<file path="src/hw/rtl/dda_pkg.sv">
// Shared types and constants of the disk drive adapter register block.
// No dependencies; dda_exec, the top level and dda_checker refer to this package.
package dda_pkg;

    typedef enum logic [2:0] {
        OP_READ   = 3'd0,
        OP_WRITE  = 3'd1,
        OP_SCAN   = 3'd2,
        OP_FRAME  = 3'd3,
        OP_INSERT = 3'd4,
        OP_LOAD   = 3'd5,
        OP_QUERY  = 3'd6
    } t_op;

    localparam logic [4:0] OFF_LATCH_LO = 5'h00;
    localparam logic [4:0] OFF_LATCH_HI = 5'h01;
    localparam logic [4:0] OFF_IRQ_CTRL = 5'h02;
    localparam logic [4:0] OFF_DRIVE_EN = 5'h03;
    localparam logic [4:0] OFF_WR_DATA  = 5'h04;
    localparam logic [4:0] OFF_CONTROL  = 5'h05;
    localparam logic [4:0] OFF_STATUS   = 5'h10;
    localparam logic [4:0] OFF_RD_DATA  = 5'h11;
    localparam logic [4:0] OFF_DRIVE_ST = 5'h12;
    localparam logic [4:0] OFF_EXT      = 5'h13;

    localparam logic CFG_SIDE_COUNT = 1'b0;
    localparam logic CFG_SCAN_STEP  = 1'b1;

    localparam logic [3:0]  SIDE_COUNT_RESET = 4'd1;
    localparam logic [7:0]  SCAN_STEP_RESET  = 8'd113;
    localparam logic [15:0] SIDE_BYTES       = 16'd65500;
    localparam logic [15:0] HEAD_LAST        = 16'd64999;
    localparam logic [15:0] HEAD_WRITE_LIMIT = 16'd65000;
    localparam logic [7:0]  INSERT_FULL      = 8'd180;
    localparam logic [7:0]  INSERT_SETTLE    = 8'd120;
    localparam logic [7:0]  RD_NOT_READY     = 8'hFF;
    localparam logic [7:0]  RD_EXT_VALUE     = 8'h80;
    localparam logic [7:0]  RD_DRIVE_BASE    = 8'h40;
    localparam logic [1:0]  TRANSFER_START   = 2'd2;
    localparam logic [1:0]  SKIP_START       = 2'd2;
    localparam int unsigned SIDE_SPAN        = 65536;

    typedef struct packed {
        logic [2:0]  opcode;
        logic [4:0]  reg_offset;
        logic [7:0]  data;
        logic [3:0]  side;
        logic [15:0] disk_offset;
    } t_in;

    typedef struct packed {
        logic [7:0] read_data;
        logic       irq_pulse;
        logic       mirror_update;
        logic       mirror_horizontal;
        logic       access_seen;
        logic [3:0] inserted_side;
    } t_out;

    typedef struct packed {
        logic re;
        logic we;
        logic use_q;
    } t_mem_ctl;

endpackage

</file>
<file path="src/hw/rtl/dda_exec.sv">
// Register file state and the single-pass update for one word.
// Uses dda_pkg; drives the storage ports of dda_mem through the top level.
module dda_exec #(
    parameter int MAX_SIDES = 4,
    parameter int ADDR_W    = 18
) (
    input  logic                i_clk,
    input  logic                i_rst_n,
    input  logic                i_fire,
    input  dda_pkg::t_in        i_item,
    input  logic                i_cfg_wen,
    input  logic                i_cfg_index,
    input  logic [7:0]          i_cfg_data,
    output dda_pkg::t_out       o_res,
    output dda_pkg::t_mem_ctl   o_mem_ctl,
    output logic [ADDR_W-1:0]   o_waddr,
    output logic [7:0]          o_wdata,
    output logic [ADDR_W-1:0]   o_raddr
);

    logic [3:0]  r_side_count;
    logic [7:0]  r_scan_step;
    logic [15:0] r_irq_reload, n_irq_reload;
    logic [15:0] r_irq_count, n_irq_count;
    logic [1:0]  r_irq_mode, n_irq_mode;
    logic [1:0]  r_transfer_wait, n_transfer_wait;
    logic        r_drive_en, n_drive_en;
    logic [15:0] r_head, n_head;
    logic [1:0]  r_skip, n_skip;
    logic [1:0]  r_status, n_status;
    logic [7:0]  r_control, n_control;
    logic [3:0]  r_side_now, n_side_now;
    logic [3:0]  r_side_settled, n_side_settled;
    logic [7:0]  r_insert_timer, n_insert_timer;
    logic        r_accessed, n_accessed;

    logic        ready;
    logic        eject;
    logic [15:0] head_back;
    logic [3:0]  w_side;
    logic [15:0] w_off;

    function automatic logic in_store(input logic [3:0] sd, input logic [15:0] off);
        in_store = (sd != 4'd0) && (sd <= 4'(MAX_SIDES)) && (off < dda_pkg::SIDE_BYTES);
    endfunction

    assign ready     = (r_side_now != 4'd0) && (r_side_now == r_side_settled);
    assign eject     = !ready;
    assign head_back = r_head - 16'd2;
    assign o_raddr   = ADDR_W'({r_side_now - 4'd1, r_head});
    assign o_waddr   = ADDR_W'({w_side - 4'd1, w_off});

    always_comb begin
        n_irq_reload    = r_irq_reload;
        n_irq_count     = r_irq_count;
        n_irq_mode      = r_irq_mode;
        n_transfer_wait = r_transfer_wait;
        n_drive_en      = r_drive_en;
        n_head          = r_head;
        n_skip          = r_skip;
        n_status        = r_status;
        n_control       = r_control;
        n_side_now      = r_side_now;
        n_side_settled  = r_side_settled;
        n_insert_timer  = r_insert_timer;
        n_accessed      = r_accessed;
        o_res           = '0;
        o_mem_ctl       = '0;
        w_side          = r_side_now;
        w_off           = head_back;
        o_wdata         = i_item.data;

        case (i_item.opcode)
            dda_pkg::OP_READ: begin
                case (i_item.reg_offset)
                    dda_pkg::OFF_STATUS: begin
                        o_res.read_data = {6'd0, r_status};
                    end
                    dda_pkg::OFF_RD_DATA: begin
                        if (ready) begin
                            o_mem_ctl.use_q = in_store(r_side_now, r_head);
                            o_mem_ctl.re    = o_mem_ctl.use_q;
                            if (r_control[0]) begin
                                if (r_head < dda_pkg::HEAD_LAST) begin
                                    n_head = r_head + 16'd1;
                                end
                                n_transfer_wait = dda_pkg::TRANSFER_START;
                            end
                            n_accessed = 1'b1;
                        end else begin
                            o_res.read_data = dda_pkg::RD_NOT_READY;
                        end
                    end
                    dda_pkg::OFF_DRIVE_ST: begin
                        o_res.read_data = dda_pkg::RD_DRIVE_BASE
                            | (eject ? 8'h05 : 8'h00)
                            | ((eject || !r_control[0] || r_control[1]) ? 8'h02 : 8'h00);
                        if (r_side_settled != r_side_now
                                && r_insert_timer > dda_pkg::INSERT_SETTLE) begin
                            n_side_settled = r_side_now;
                        end
                    end
                    dda_pkg::OFF_EXT: begin
                        o_res.read_data = dda_pkg::RD_EXT_VALUE;
                    end
                    default: begin
                    end
                endcase
            end
            dda_pkg::OP_WRITE: begin
                case (i_item.reg_offset)
                    dda_pkg::OFF_LATCH_LO: n_irq_reload = {r_irq_reload[15:8], i_item.data};
                    dda_pkg::OFF_LATCH_HI: n_irq_reload = {i_item.data, r_irq_reload[7:0]};
                    dda_pkg::OFF_IRQ_CTRL: begin
                        n_irq_count = r_irq_reload;
                        n_irq_mode  = i_item.data[1:0];
                    end
                    dda_pkg::OFF_DRIVE_EN: n_drive_en = i_item.data[0];
                    dda_pkg::OFF_WR_DATA: begin
                        if (ready && r_drive_en && !r_control[2]
                                && r_head < dda_pkg::HEAD_WRITE_LIMIT) begin
                            if (r_skip != 2'd0) begin
                                n_skip = r_skip - 2'd1;
                            end else if (r_head >= 16'd2) begin
                                o_mem_ctl.we = in_store(r_side_now, head_back);
                                n_accessed   = 1'b1;
                            end
                        end
                    end
                    dda_pkg::OFF_CONTROL: begin
                        if (ready) begin
                            if (r_control[6] && !i_item.data[4] && !i_item.data[6]) begin
                                n_head = (r_head < 16'd2) ? 16'd0 : head_back;
                            end
                            if (!i_item.data[2]) begin
                                n_skip = dda_pkg::SKIP_START;
                            end
                            if (i_item.data[1]) begin
                                n_head          = 16'd0;
                                n_transfer_wait = dda_pkg::TRANSFER_START;
                            end
                            if (i_item.data[7]) begin
                                n_transfer_wait = dda_pkg::TRANSFER_START;
                            end
                        end
                        n_control               = i_item.data;
                        o_res.mirror_update     = 1'b1;
                        o_res.mirror_horizontal = i_item.data[3];
                    end
                    default: begin
                    end
                endcase
            end
            dda_pkg::OP_SCAN: begin
                n_status = 2'd0;
                if (r_irq_mode != 2'd0) begin
                    if (r_irq_count < {8'd0, r_scan_step}) begin
                        n_irq_mode      = {1'b0, r_irq_mode[0]};
                        n_irq_count     = r_irq_reload;
                        n_status        = 2'b01;
                        o_res.irq_pulse = 1'b1;
                    end else begin
                        n_irq_count = r_irq_count - {8'd0, r_scan_step};
                    end
                end else if (r_transfer_wait != 2'd0) begin
                    n_transfer_wait = r_transfer_wait - 2'd1;
                    if (r_transfer_wait == 2'd1 && r_control[7]) begin
                        n_status        = 2'b10;
                        o_res.irq_pulse = 1'b1;
                    end
                end
            end
            dda_pkg::OP_FRAME: begin
                if (r_insert_timer < dda_pkg::INSERT_FULL) begin
                    n_insert_timer = r_insert_timer + 8'd1;
                end
            end
            dda_pkg::OP_INSERT: begin
                if (i_item.side <= r_side_count) begin
                    n_side_now     = i_item.side;
                    n_insert_timer = 8'd0;
                end
            end
            dda_pkg::OP_LOAD: begin
                o_mem_ctl.we = in_store(i_item.side, i_item.disk_offset);
                w_side       = i_item.side;
                w_off        = i_item.disk_offset;
            end
            default: begin
            end
        endcase

        o_res.access_seen = n_accessed;
        if (i_item.opcode == dda_pkg::OP_QUERY) begin
            o_res.access_seen = r_accessed;
            n_accessed        = 1'b0;
        end
        o_res.inserted_side = n_side_now;
        o_mem_ctl.we        = o_mem_ctl.we & i_fire;
        o_mem_ctl.re        = o_mem_ctl.re & i_fire;
    end

    always_ff @(posedge i_clk) begin
        if (!i_rst_n) begin
            r_side_count <= dda_pkg::SIDE_COUNT_RESET;
            r_scan_step  <= dda_pkg::SCAN_STEP_RESET;
        end else if (i_cfg_wen) begin
            if (i_cfg_index == dda_pkg::CFG_SIDE_COUNT) begin
                r_side_count <= i_cfg_data[3:0];
            end else begin
                r_scan_step <= i_cfg_data;
            end
        end
    end

    always_ff @(posedge i_clk) begin
        if (!i_rst_n) begin
            r_irq_reload    <= '0;
            r_irq_count     <= '0;
            r_irq_mode      <= '0;
            r_transfer_wait <= '0;
            r_drive_en      <= 1'b1;
            r_head          <= '0;
            r_skip          <= '0;
            r_status        <= '0;
            r_control       <= '0;
            r_side_now      <= 4'd1;
            r_side_settled  <= 4'd1;
            r_insert_timer  <= dda_pkg::INSERT_FULL;
            r_accessed      <= 1'b0;
        end else if (i_fire) begin
            r_irq_reload    <= n_irq_reload;
            r_irq_count     <= n_irq_count;
            r_irq_mode      <= n_irq_mode;
            r_transfer_wait <= n_transfer_wait;
            r_drive_en      <= n_drive_en;
            r_head          <= n_head;
            r_skip          <= n_skip;
            r_status        <= n_status;
            r_control       <= n_control;
            r_side_now      <= n_side_now;
            r_side_settled  <= n_side_settled;
            r_insert_timer  <= n_insert_timer;
            r_accessed      <= n_accessed;
        end
    end

endmodule

</file>
<file path="config.mk">
export PLATFORM = sky130hd
export DESIGN_NAME = dda_exec
export DESIGN_NICKNAME = d
export VERILOG_FILES = /design/src/hw/rtl/dda_pkg.sv /design/src/hw/rtl/dda_exec.sv
export SDC_FILE = /design/constraint.sdc
export NUM_CORES = 1
export LEC_CHECK = 0
export BUFFER_PORTS_ARGS = -buffer_cell sky130_fd_sc_hd__buf_2
export CAP_MARGIN = 10
export CORE_MARGIN = 4
export CORE_UTILIZATION = 52
export DETAILED_ROUTE_END_ITERATION = 8
export HOLD_SLACK_MARGIN = 0.06
export PLACE_DENSITY = 0.88
export SYNTH_ARGS = -nofsm -noshare
export SYNTH_HDL_FRONTEND = slang
export SYNTH_SLANG_ARGS = --single-unit
</file>
<file path="constraint.sdc">
create_clock -name i_clk -period 2.6 [get_ports i_clk]
set_input_delay 0.39 -clock i_clk [delete_from_list [all_inputs] [get_ports i_clk]]
set_output_delay 0.39 -clock i_clk [all_outputs]
set_load 0.005 [all_outputs]
</file>
==> flow_metrics.py, run 1 <==
metrics = {
    "clock_tree": {
        "clock_sinks": 91,
        "cts_buffer_depth": 2,
        "clkTransAtPathRegs_ns": 0.07,
        "cts_buffers": 9,
        "insertion_delay_ns": 0.36,
        "cts_tree": "done",
        "cts_max_level": 3,
        "root_buffer": "clkbuf_16",
    },
    "sta": {
        "rsz0062_at_grt": "true",
        "setup_viol": 5,
        "clock_skew_ns": 0.0106,
        "slew_violations": 0,
        "finalSetupTns_ns": -0.950,
        "period_share_pct": 118,
        "worst_slew_pin_slew_ns": 0.669,
        "layout_min_cycle_time_ns": 3.06,
        "relSlewSlack_pct": 55.0,
        "finalHoldViolCount": 0,
        "setup_ws_ns": -0.461,
        "clock.fmax_mhz": 327,
    },
    "placement": {
        "pre_cts_slack_ns": -0.133,
        "place_hpwl_um": 14400,
        "place.gp.congestion": 0.995,
        "placedInstanceArea_mm2": 0.00743,
        "port-buffer-count": 111,
    },
    "grt": {
        "grt_pass1_wl_um": 32800,
        "grt_max_degree": 43,
        "overflow": 0,
        "grt_pass1_vias": 6793,
        "antenna_found_initial": 0,
        "track_usage_pct": 28.2,
    },
    "critical_path": {
        "cp.required_ns": 2.21,
        "cp-start-kind": "flop",
        "endpoint_kind": "output pin",
        "crit_type": "reg2out",
        "rr_worst_depth": 9,
        "cp-startpoint": "r_side_now[0]",
        "cp_max_fo": 2,
        "r2r-start": "r_side_now[0]",
        "worstPathArrival_ns": 2.67,
    },
    "die": {
        "ios": 112,
        "core_mm2": 0.0120,
        "core.rowCount": 40,
        "dieArea_mm2": 0.0140,
        "die_h_um": 118,
        "die_x_um": 118,
        "start_util_pct": 52.9,
    },
    "synth": {
        "ys_seq_area_share_pct": 28.8,
        "synth.yosys.warnings": 0,
        "synth_top_cell_by_area": "dfxtp_1",
        "synth.distinct_cells": 77,
        "synth_cells": 872,
        "synth_flop_cell": "dfxtp_1",
        "synth_area_leaders": "dfxtp_1 (29%), a21oi_1 (6.9%), nor2_1 (5.9%)",
        "synthesis.nets": 944,
        "synth_top_area_share_pct": 28.8,
        "synth.most_common_cell": "nor2_1",
        "ys_top_cells_by_count": "nor2_1 (99), nand2_1 (95), dfxtp_1 (91), a21oi_1 (87), nand3_1 (56)",
        "async_reset_ff_share_pct": 0,
        "syn_avg_cell_area_um2": 7.26,
        "syn-cell-area_mm2": 0.00633,
        "ys_seq_elements": 91,
        "synth_edf_count": 0,
    },
    "pwr": {
        "p_total_mw": 3.12,
        "irDropWorstVdd_mv": 0.288,
        "leakage_nw": 3.49,
        "p_per_area_mw_per_mm2": 385,
    },
    "route": {
        "vias_per_cell": 6.30,
        "vias": 7398,
        "first_pass_iters": 6,
        "avgRoutedWirePerCell_um": 17.8,
        "drc_errors": 0,
        "drt_iter0_drc": 794,
        "detail-route-antenna-nets": 0,
        "wl_um": 20900,
    },
    "finish": {
        "layout-drive-gt1-share_pct": 28.5,
        "design_area_mm2": 0.00810,
        "nFillCells": 904,
        "nets": 1095,
        "multiInputGateArea_mm2": 0.00429,
        "synthToLayoutAreaGrowth_pct": 28.0,
        "diodes": 0,
        "regArea_mm2": 0.00183,
    },
    "outcome": {
        "status": "complete, but fails checks",
        "failed_checks": "negative setup slack",
    },
    "worst_hold_path": {
        "hold_start": "i_cfg_data[4]",
        "holdPathStages": 3,
        "hold_path.class": "in2reg",
    },
    "run": {
        "max_cap_violations": 0,
    },
}
[cell type report]
class                           instances  area share (%)
Inverter                               38            1.76
Clock inverter                          7           0.849
Sequential cell                        91            22.6
Tap cell                              147            2.27
Timing Repair Buffer                  211            16.8
Multi-Input combinational cell        672            53.0
Clock buffer                            9            2.78
[cell families after synthesis]
logic type / count (synthesis) / share of synthesized area [%]
flops: 91 / 28.8
compound gates: 231 / 23.6
mux: 24 / 3.87
simple gates: 369 / 28.5
buf+inv: 109 / 7.07
fa+ha+maj: 23 / 4.66
xor+xnor: 25 / 3.46
[timing repair]
action / 4_1_cts / 5_1_grt
hold buffers: 0 / 0
cloned: 0 / 2
buffers inserted: 8 / 11
setup endpoints to repair: 9 / 17
pin swaps: 14 / 12
resized for setup: 29 / 19
[placed cells by master (no fill, tap or decap), types with 6 or more instances in the layout]
| cell type | count |
|---|---|
| nand2_1 | 94 |
| nand2b_1 | 8 |
| nor2_1 | 99 |
| clkbuf_16 | 10 |
| inv_1 | 33 |
| nor3_1 | 22 |
| xor2_1 | 12 |
| buf_4 | 93 |
| nor4_1 | 7 |
| nand4_1 | 19 |
| o211ai_1 | 11 |
| dfxtp_1 | 86 |
| a31oi_1 | 15 |
| o21ai_0 | 43 |
| ha_1 | 19 |
| buf_2 | 110 |
| a21oi_1 | 84 |
| xnor2_1 | 11 |
| or2_2 | 7 |
| mux2i_1 | 20 |
| nor2b_1 | 8 |
| nand3_1 | 55 |
| and2_1 | 6 |
[stage by stage]
step | hold slack, ns | util, % | instances
after floorplan | 0.429 | - | 872
after global routing | 0.283 | 67.8 | 1175
after CTS | 0.251 | 66.0 | 1163
after global placement | 0.442 | 62.1 | 1140
after detailed placement | 0.447 | 62.1 | 1140
final | 0.255 | 67.8 | 1175
[final timing paths]
path | to | slack, ns
max | o_mem_ctl[1] | -0.46
min | r_scan_step[4] | 0.25
max reg2reg | r_skip[1] | 0.01
min reg2reg | r_irq_reload[3] | 0.46
[layer usage]
| layer | vias up | track usage, % | routed length, um |
|---|---|---|---|
| li1 | 3425 | - | - |
| met1 | 3386 | 36.8 | 8330 |
| met2 | 505 | 45.4 | 9580 |
| met3 | 82 | 5.22 | 2290 |
| met4 | 0 | 12.1 | 736 |
| met5 | - | 0 | 0 |
[flip-flops by register name, indices dropped and copies added (netlist names), 4 cells and up]
signal          flops
r_scan_step         8
r_side_count        4
r_irq_reload       16
r_irq_count        16
r_side_settled      4
r_side_now          4
r_control           5
r_insert_timer      8
r_head             16
[worst max-delay path, cell delays in order, from the launching register on]
cell and delay (ns):
dfxtp_2 0.33, inv_2 0.05, ha_4 0.15, or3_4 0.34
a21oi_4 0.16, o21ai_4 0.07, or4b_4 0.48, or3_4 0.41
o31ai_4 0.16, buf_2 0.15
[power by group]
part	leakage [nW]	internal [mW]	switching (mW)
clock	0.138	0.674	0.654
combinational	2.62	0.152	0.228
sequential	0.737	1.40	0.00675
total	3.49	2.23	0.889
Note: power is estimated with default switching activity, not from simulation.
==> inputs of run 2 (changes only) <==
--- a/config.mk
+++ b/config.mk
@@ -8,10 +8,10 @@
 export BUFFER_PORTS_ARGS = -buffer_cell sky130_fd_sc_hd__buf_2
 export CAP_MARGIN = 10
 export CORE_MARGIN = 4
-export CORE_UTILIZATION = 52
+export CORE_UTILIZATION = 57
 export DETAILED_ROUTE_END_ITERATION = 8
 export HOLD_SLACK_MARGIN = 0.06
-export PLACE_DENSITY = 0.88
+export PLACE_DENSITY = 0.91
 export SYNTH_ARGS = -nofsm -noshare
 export SYNTH_HDL_FRONTEND = slang
 export SYNTH_SLANG_ARGS = --single-unit
==> constraint.sdc (replaced) <==
create_clock -name i_clk -period 3.5 [get_ports i_clk]
set_input_delay 0.525 -clock i_clk [delete_from_list [all_inputs] [get_ports i_clk]]
set_output_delay 0.525 -clock i_clk [all_outputs]
set_load 0.005 [all_outputs]
==> flow_metrics.py, run 2 (same netlist as run 1, synthesis figures left out) <==
metrics = {
    "pwr": {
        "p_per_area_mw_per_mm2": 277,
        "p_total_mw": 2.00,
        "leakage_nw": 3.03,
        "irDropWorstVdd_mv": 0.220,
    },
    "finish": {
        "top_regs": "r_head (16), r_irq_count (16), r_irq_reload (16)",
        "synthToLayoutAreaGrowth_pct": 14.0,
        "nets": 1023,
        "regArea_mm2": 0.00183,
        "final_cells": 1096,
        "layout-drive-gt1-share_pct": 20.9,
        "mostFrequentLayoutCells": "buf_2 (111), nor2_1 (99), nand2_1 (95), a21oi_1 (87), dfxtp_1 (87)",
        "diodes": 0,
        "multiInputGateArea_mm2": 0.00412,
        "nFillCells": 885,
        "final_common_cell": "buf_2",
    },
    "clock_tree": {
        "clkTransAtPathRegs_ns": 0.10,
        "cts_buffers": 9,
        "cts_tree": "done",
        "clock_sinks": 91,
        "root_buffer": "clkbuf_8",
        "insertion_delay_ns": 0.39,
        "cts_buffer_depth": 2,
        "cts_max_level": 3,
    },
    "placement": {
        "place.gp.congestion": 0.941,
        "place_hpwl_um": 13300,
        "port-buffer-count": 111,
        "dpl.cell_count": 1074,
        "pre_cts_slack_ns": 0.216,
    },
    "sta": {
        "rsz0062_at_grt": "true",
        "clock_skew_ns": 0.0131,
        "layout_min_cycle_time_ns": 3.44,
        "hold_slack_ns": 0.358,
        "setup_ws_ns": 0.0584,
        "clock.fmax_mhz": 291,
        "slew_violations": 0,
        "worst_slew_pin_slew_ns": 0.811,
        "finalHoldViolCount": 0,
        "period_share_pct": 98.3,
        "setup_viol": 0,
        "relSlewSlack_pct": 45.9,
    },
    "die": {
        "core_mm2": 0.0108,
        "die_x_um": 113,
        "dieArea_mm2": 0.0129,
        "start_util_pct": 58.4,
        "die_h_um": 113,
        "ios": 112,
        "core.rowCount": 38,
    },
    "route": {
        "vias": 6966,
        "first_pass_iters": 5,
        "drc_errors": 0,
        "detail-route-antenna-nets": 0,
        "wl_um": 18700,
        "vias_per_cell": 6.36,
        "drt_iter0_drc": 801,
        "avgRoutedWirePerCell_um": 17.1,
    },
    "grt": {
        "grt_pass1_vias": 6263,
        "grt_max_degree": 46,
        "overflow": 0,
        "antenna_found_initial": 0,
        "grt_pass1_wl_um": 30600,
        "track_usage_pct": 28.7,
    },
    "outcome": {
        "status": "finished, final reports clean",
    },
    "critical_path": {
        "cp.required_ns": 2.97,
        "cp_max_fo": 7,
        "cp-start-kind": "flop",
        "crit_type": "reg2out",
        "worstPathArrival_ns": 2.92,
        "endpoint_kind": "output pin",
    },
    "worst_hold_path": {
        "hold_path.class": "in2reg",
    },
    "run": {
        "max_cap_violations": 0,
    },
}
## run 2: cell count changes in the layout (fill, tap and decap cells not counted), moves of 3 or more
| cell | before | now |
|---|---|---|
| buf_4 | 93 | 28 |
| clkbuf_16 | 10 | 0 |
| clkbuf_8 | 0 | 10 |
| buf_6 | 5 | 0 |
| a21oi_1 | 84 | 87 |
| a21oi_2 | 3 | 0 |
| inv_1 | 33 | 36 |
| inv_2 | 5 | 2 |
## run 2: metal layers
layer	up-vias	routed length [um]	GRT usage (%)
met5	-	0	0
met4	0	545	11.5
met3	59	2120	5.25
met2	446	8250	43.9
met1	3182	7780	40.2
li1	3279	-	-
## run 2: worst paths after layout
path | start | end | slack, ns | cells past startpoint
min | i_cfg_data[4] | r_scan_step[4] | 0.36 | 3
max reg2reg | r_irq_count[0] | r_irq_count[0] | 0.64 | 10
min reg2reg | r_irq_mode[0] | r_irq_mode[0] | 0.46 | 2
max | r_side_now[1] | o_mem_ctl[1] | 0.06 | 9
## run 2: timing repair
action                                  4_1_cts  5_1_grt
resized for setup                             9        8
pin swaps                                     1        3
hold buffers                                  0        0
buffers inserted                              0        6
endpoints found under the setup margin        1        1
endpoints found under the hold margin         0        0
## run 2: layout make-up
cell class / count / share of cell area [%]
Multi-Input combinational cell: 672 / 57.1
Clock inverter: 6 / 0.641
Sequential cell: 91 / 25.4
Timing Repair Buffer: 139 / 10.6
Clock buffer: 10 / 1.91
Inverter: 38 / 1.97
Tap cell: 140 / 2.43
## run 2: critical path, cell delays in order, from the launching register on
cell,delay (ns)
dfxtp_4,0.37
inv_1,0.05
ha_2,0.17
or3_4,0.34
a21oi_4,0.19
o21ai_4,0.11
or4b_4,0.52
or3_4,0.43
o31ai_4,0.20
buf_2,0.15
## run 2: where the power goes
group / internal (mW) / total (mW) / switching (mW) / leakage [nW]
combinational: 0.0950 / 0.249 / 0.154 / 2.20
clock: 0.283 / 0.701 / 0.419 / 0.0893
sequential: 1.04 / 1.05 / 0.00541 / 0.737
total: 1.42 / 2.00 / 0.578 / 3.03
## run 2: through the flow
stage	util [%]	area, um^2	TNS [ns]
2_1_floorplan	-	6330	0
3_3_place_gp	63.9	6930	0
3_5_place_dp	63.9	6930	0
4_1_cts	66.0	7160	0
5_1_grt	66.6	7220	-0.0254
6_report	66.6	7220	0
==> inputs of run 3 (changes only) <==
--- a/config.mk
+++ b/config.mk
@@ -12,6 +12,7 @@
 export DETAILED_ROUTE_END_ITERATION = 8
 export HOLD_SLACK_MARGIN = 0.06
 export PLACE_DENSITY = 0.91
+export REMOVE_ABC_BUFFERS = 1
 export SYNTH_ARGS = -nofsm -noshare
 export SYNTH_HDL_FRONTEND = slang
 export SYNTH_SLANG_ARGS = --single-unit
==> flow_metrics.py, run 3 (same netlist as run 1, synthesis figures left out) <==
metrics = {
    "placement": {
        "place.gp.congestion": 0.974,
        "dpl.cell_count": 1081,
        "place_hpwl_um": 13500,
        "port-buffer-count": 111,
    },
    "critical_path": {
        "max_stage_delay_ns": 0.64,
        "critPathTopFamily": "simple AND/OR/NAND/NOR gates",
        "cp_max_fo": 10,
        "cp-start-kind": "flop",
        "worstPathArrival_ns": 2.91,
        "path_cells": "inv_1 -> ha_4 -> or4b_2 -> nor4_2 -> xnor2_1 -> a211o_1 -> nor4_4 -> o31ai_2 -> buf_2",
        "path_buf_inv": 2,
        "endpoint_kind": "output pin",
        "slowest_stage": "or4b_2",
        "crit_type": "reg2out",
        "cp.required_ns": 2.97,
    },
    "pwr": {
        "internal_power_mw": 1.55,
        "p_per_area_mw_per_mm2": 293,
        "p_total_mw": 2.14,
        "switchingPower_mw": 0.583,
        "clockPowerShare_pct": 39.4,
        "irDropWorstVdd_mv": 0.349,
        "leakage_nw": 3.08,
        "power_frac_seq_pct": 49.1,
        "pwr-share-comb_pct": 11.6,
        "p_sw_share_pct": 27.3,
    },
    "finish": {
        "top_regs": "r_head (16), r_irq_count (16), r_irq_reload (16)",
        "layout-drive-gt1-share_pct": 20.9,
        "nets": 1028,
        "diodes": 0,
        "final_cells": 1101,
        "postLayoutCoreUtil_pct": 67.3,
        "synthToLayoutAreaGrowth_pct": 15.2,
        "mostFrequentLayoutCells": "buf_2 (111), nor2_1 (99), nand2_1 (95), dfxtp_1 (89), a21oi_1 (87)",
        "final_common_cell": "buf_2",
        "nFillCells": 938,
    },
    "clock_tree": {
        "insertion_delay_ns": 0.39,
        "clkTransAtPathRegs_ns": 0.10,
        "cts_max_level": 3,
        "cts_buffer_depth": 2,
        "cts_tree": "done",
        "root_buffer": "clkbuf_8",
        "clock_sinks": 91,
        "cts_buffers": 9,
        "postCtsHoldBufs": 0,
    },
    "route": {
        "drc_errors": 0,
        "drt_iter0_drc": 946,
        "wl_um": 18900,
        "first_pass_iters": 5,
        "vias": 6927,
        "vias_per_cell": 6.29,
        "detail-route-antenna-nets": 0,
        "avgRoutedWirePerCell_um": 17.2,
    },
    "worst_hold_path": {
        "hold_path.class": "in2reg",
    },
    "sta": {
        "worst_slew_pin_slew_ns": 0.812,
        "finalHoldViolCount": 0,
        "period_share_pct": 98.1,
        "setup_viol": 0,
        "relSlewSlack_pct": 45.7,
        "hold_slack_ns": 0.347,
        "layout_min_cycle_time_ns": 3.43,
        "slew_violations": 0,
        "finalSetupTns_ns": 0,
        "clock_skew_ns": 0.0111,
        "clock.fmax_mhz": 291,
    },
    "die": {
        "die_x_um": 113,
        "core.rowCount": 38,
        "core_mm2": 0.0108,
        "start_util_pct": 58.4,
        "ios": 112,
        "die_h_um": 113,
        "dieArea_mm2": 0.0129,
    },
    "run": {
        "max_cap_violations": 0,
    },
    "outcome": {
        "status": "finished, final reports clean",
    },
    "grt": {
        "track_usage_pct": 28.9,
        "grt_pass1_wl_um": 30500,
        "overflow": 0,
        "grt_max_degree": 43,
        "grt_pass1_vias": 6285,
        "antenna_found_initial": 0,
    },
}
==> run 3: changes by cell type in the layout (fill, tap and decap cells not counted), moves of 2 or more <==
| cell | before | now |
|---|---|---|
| dfxtp_1 | 87 | 89 |
| inv_8 | 0 | 2 |
| inv_2 | 2 | 0 |
| inv_1 | 36 | 38 |
| bufinv_16 | 0 | 2 |
| dfxtp_2 | 2 | 0 |
| buf_4 | 28 | 33 |
==> run 3: cell type report <==
type / count / area [um^2] / area share, %
Clock buffer: 9 / 124 / 1.70
Clock inverter: 7 / 108 / 1.47
Inverter: 38 / 143 / 1.95
Multi-Input combinational cell: 672 / 4120 / 56.4
Sequential cell: 91 / 1830 / 25.1
Tap cell: 140 / 175 / 2.40
Timing Repair Buffer: 144 / 803 / 11.0
==> run 3: path summary, 6_finish.rpt <==
kind	from	end	slack [ns]	cells past startpoint
worst min register to register	r_scan_step[3]	r_scan_step[3]	0.46	2
worst max-delay path	r_head[2]	o_mem_ctl[1]	0.07	9
worst min-delay path	i_cfg_data[6]	r_scan_step[6]	0.35	3
worst max register to register	r_irq_count[0]	r_irq_count[11]	0.73	10
==> run 3: per-layer routing <==
layer	share of wire (%)	global-route usage [%]	wire length, um
met1	40	37.1	7640
met2	46	46.2	8750
met3	9.5	7.11	1800
met4	3.7	12.7	709
met5	0	0	0
==> run 3: timing repair <==
| action | 4_1_cts | 5_1_grt |
|---|---|---|
| gates resized for setup | 6 | 6 |
| setup endpoints to repair | 1 | 1 |
| pin swaps | 2 | 3 |
| cloned | 0 | 0 |
| buffers inserted | 2 | 2 |
==> run 3: power groups by stage <==
| stage | Combinational (mW) | Sequential (mW) | Clock, mW |
|---|---|---|---|
| 2_1_floorplan | 0.121 | 1.07 | 0 |
| 3_3_place_gp | 0.232 | 1.07 | 0 |
| 3_5_place_dp | 0.237 | 1.07 | 0 |
| 4_1_cts | 0.241 | 1.05 | 0.846 |
| 5_1_grt | 0.272 | 1.05 | 0.893 |
| 6_report | 0.247 | 1.05 | 0.841 |
==> run 3: worst register-to-register path, cell delays in order (launching register included) <==
cell	delay, ns
dfxtp_1	0.34
inv_1	0.05
ha_1	0.20
fa_1	0.39
nand2b_1	0.18
a21o_1	0.20
a21bo_2	0.25
a31oi_2	0.61
buf_4	0.25
nand3b_1	0.08
a31oi_1	0.15
==> run 3: stage by stage <==
| step | instance area [um^2] | setup WS [ns] |
|---|---|---|
| 2_1_floorplan | 6030 | 0.475 |
| 3_3_place_gp | 6980 | 0.341 |
| 3_5_place_dp | 6980 | 0.303 |
| 4_1_cts | 7250 | 0.00788 |
| 5_1_grt | 7300 | -0.0206 |
| 6_report | 7300 | 0.0670 |
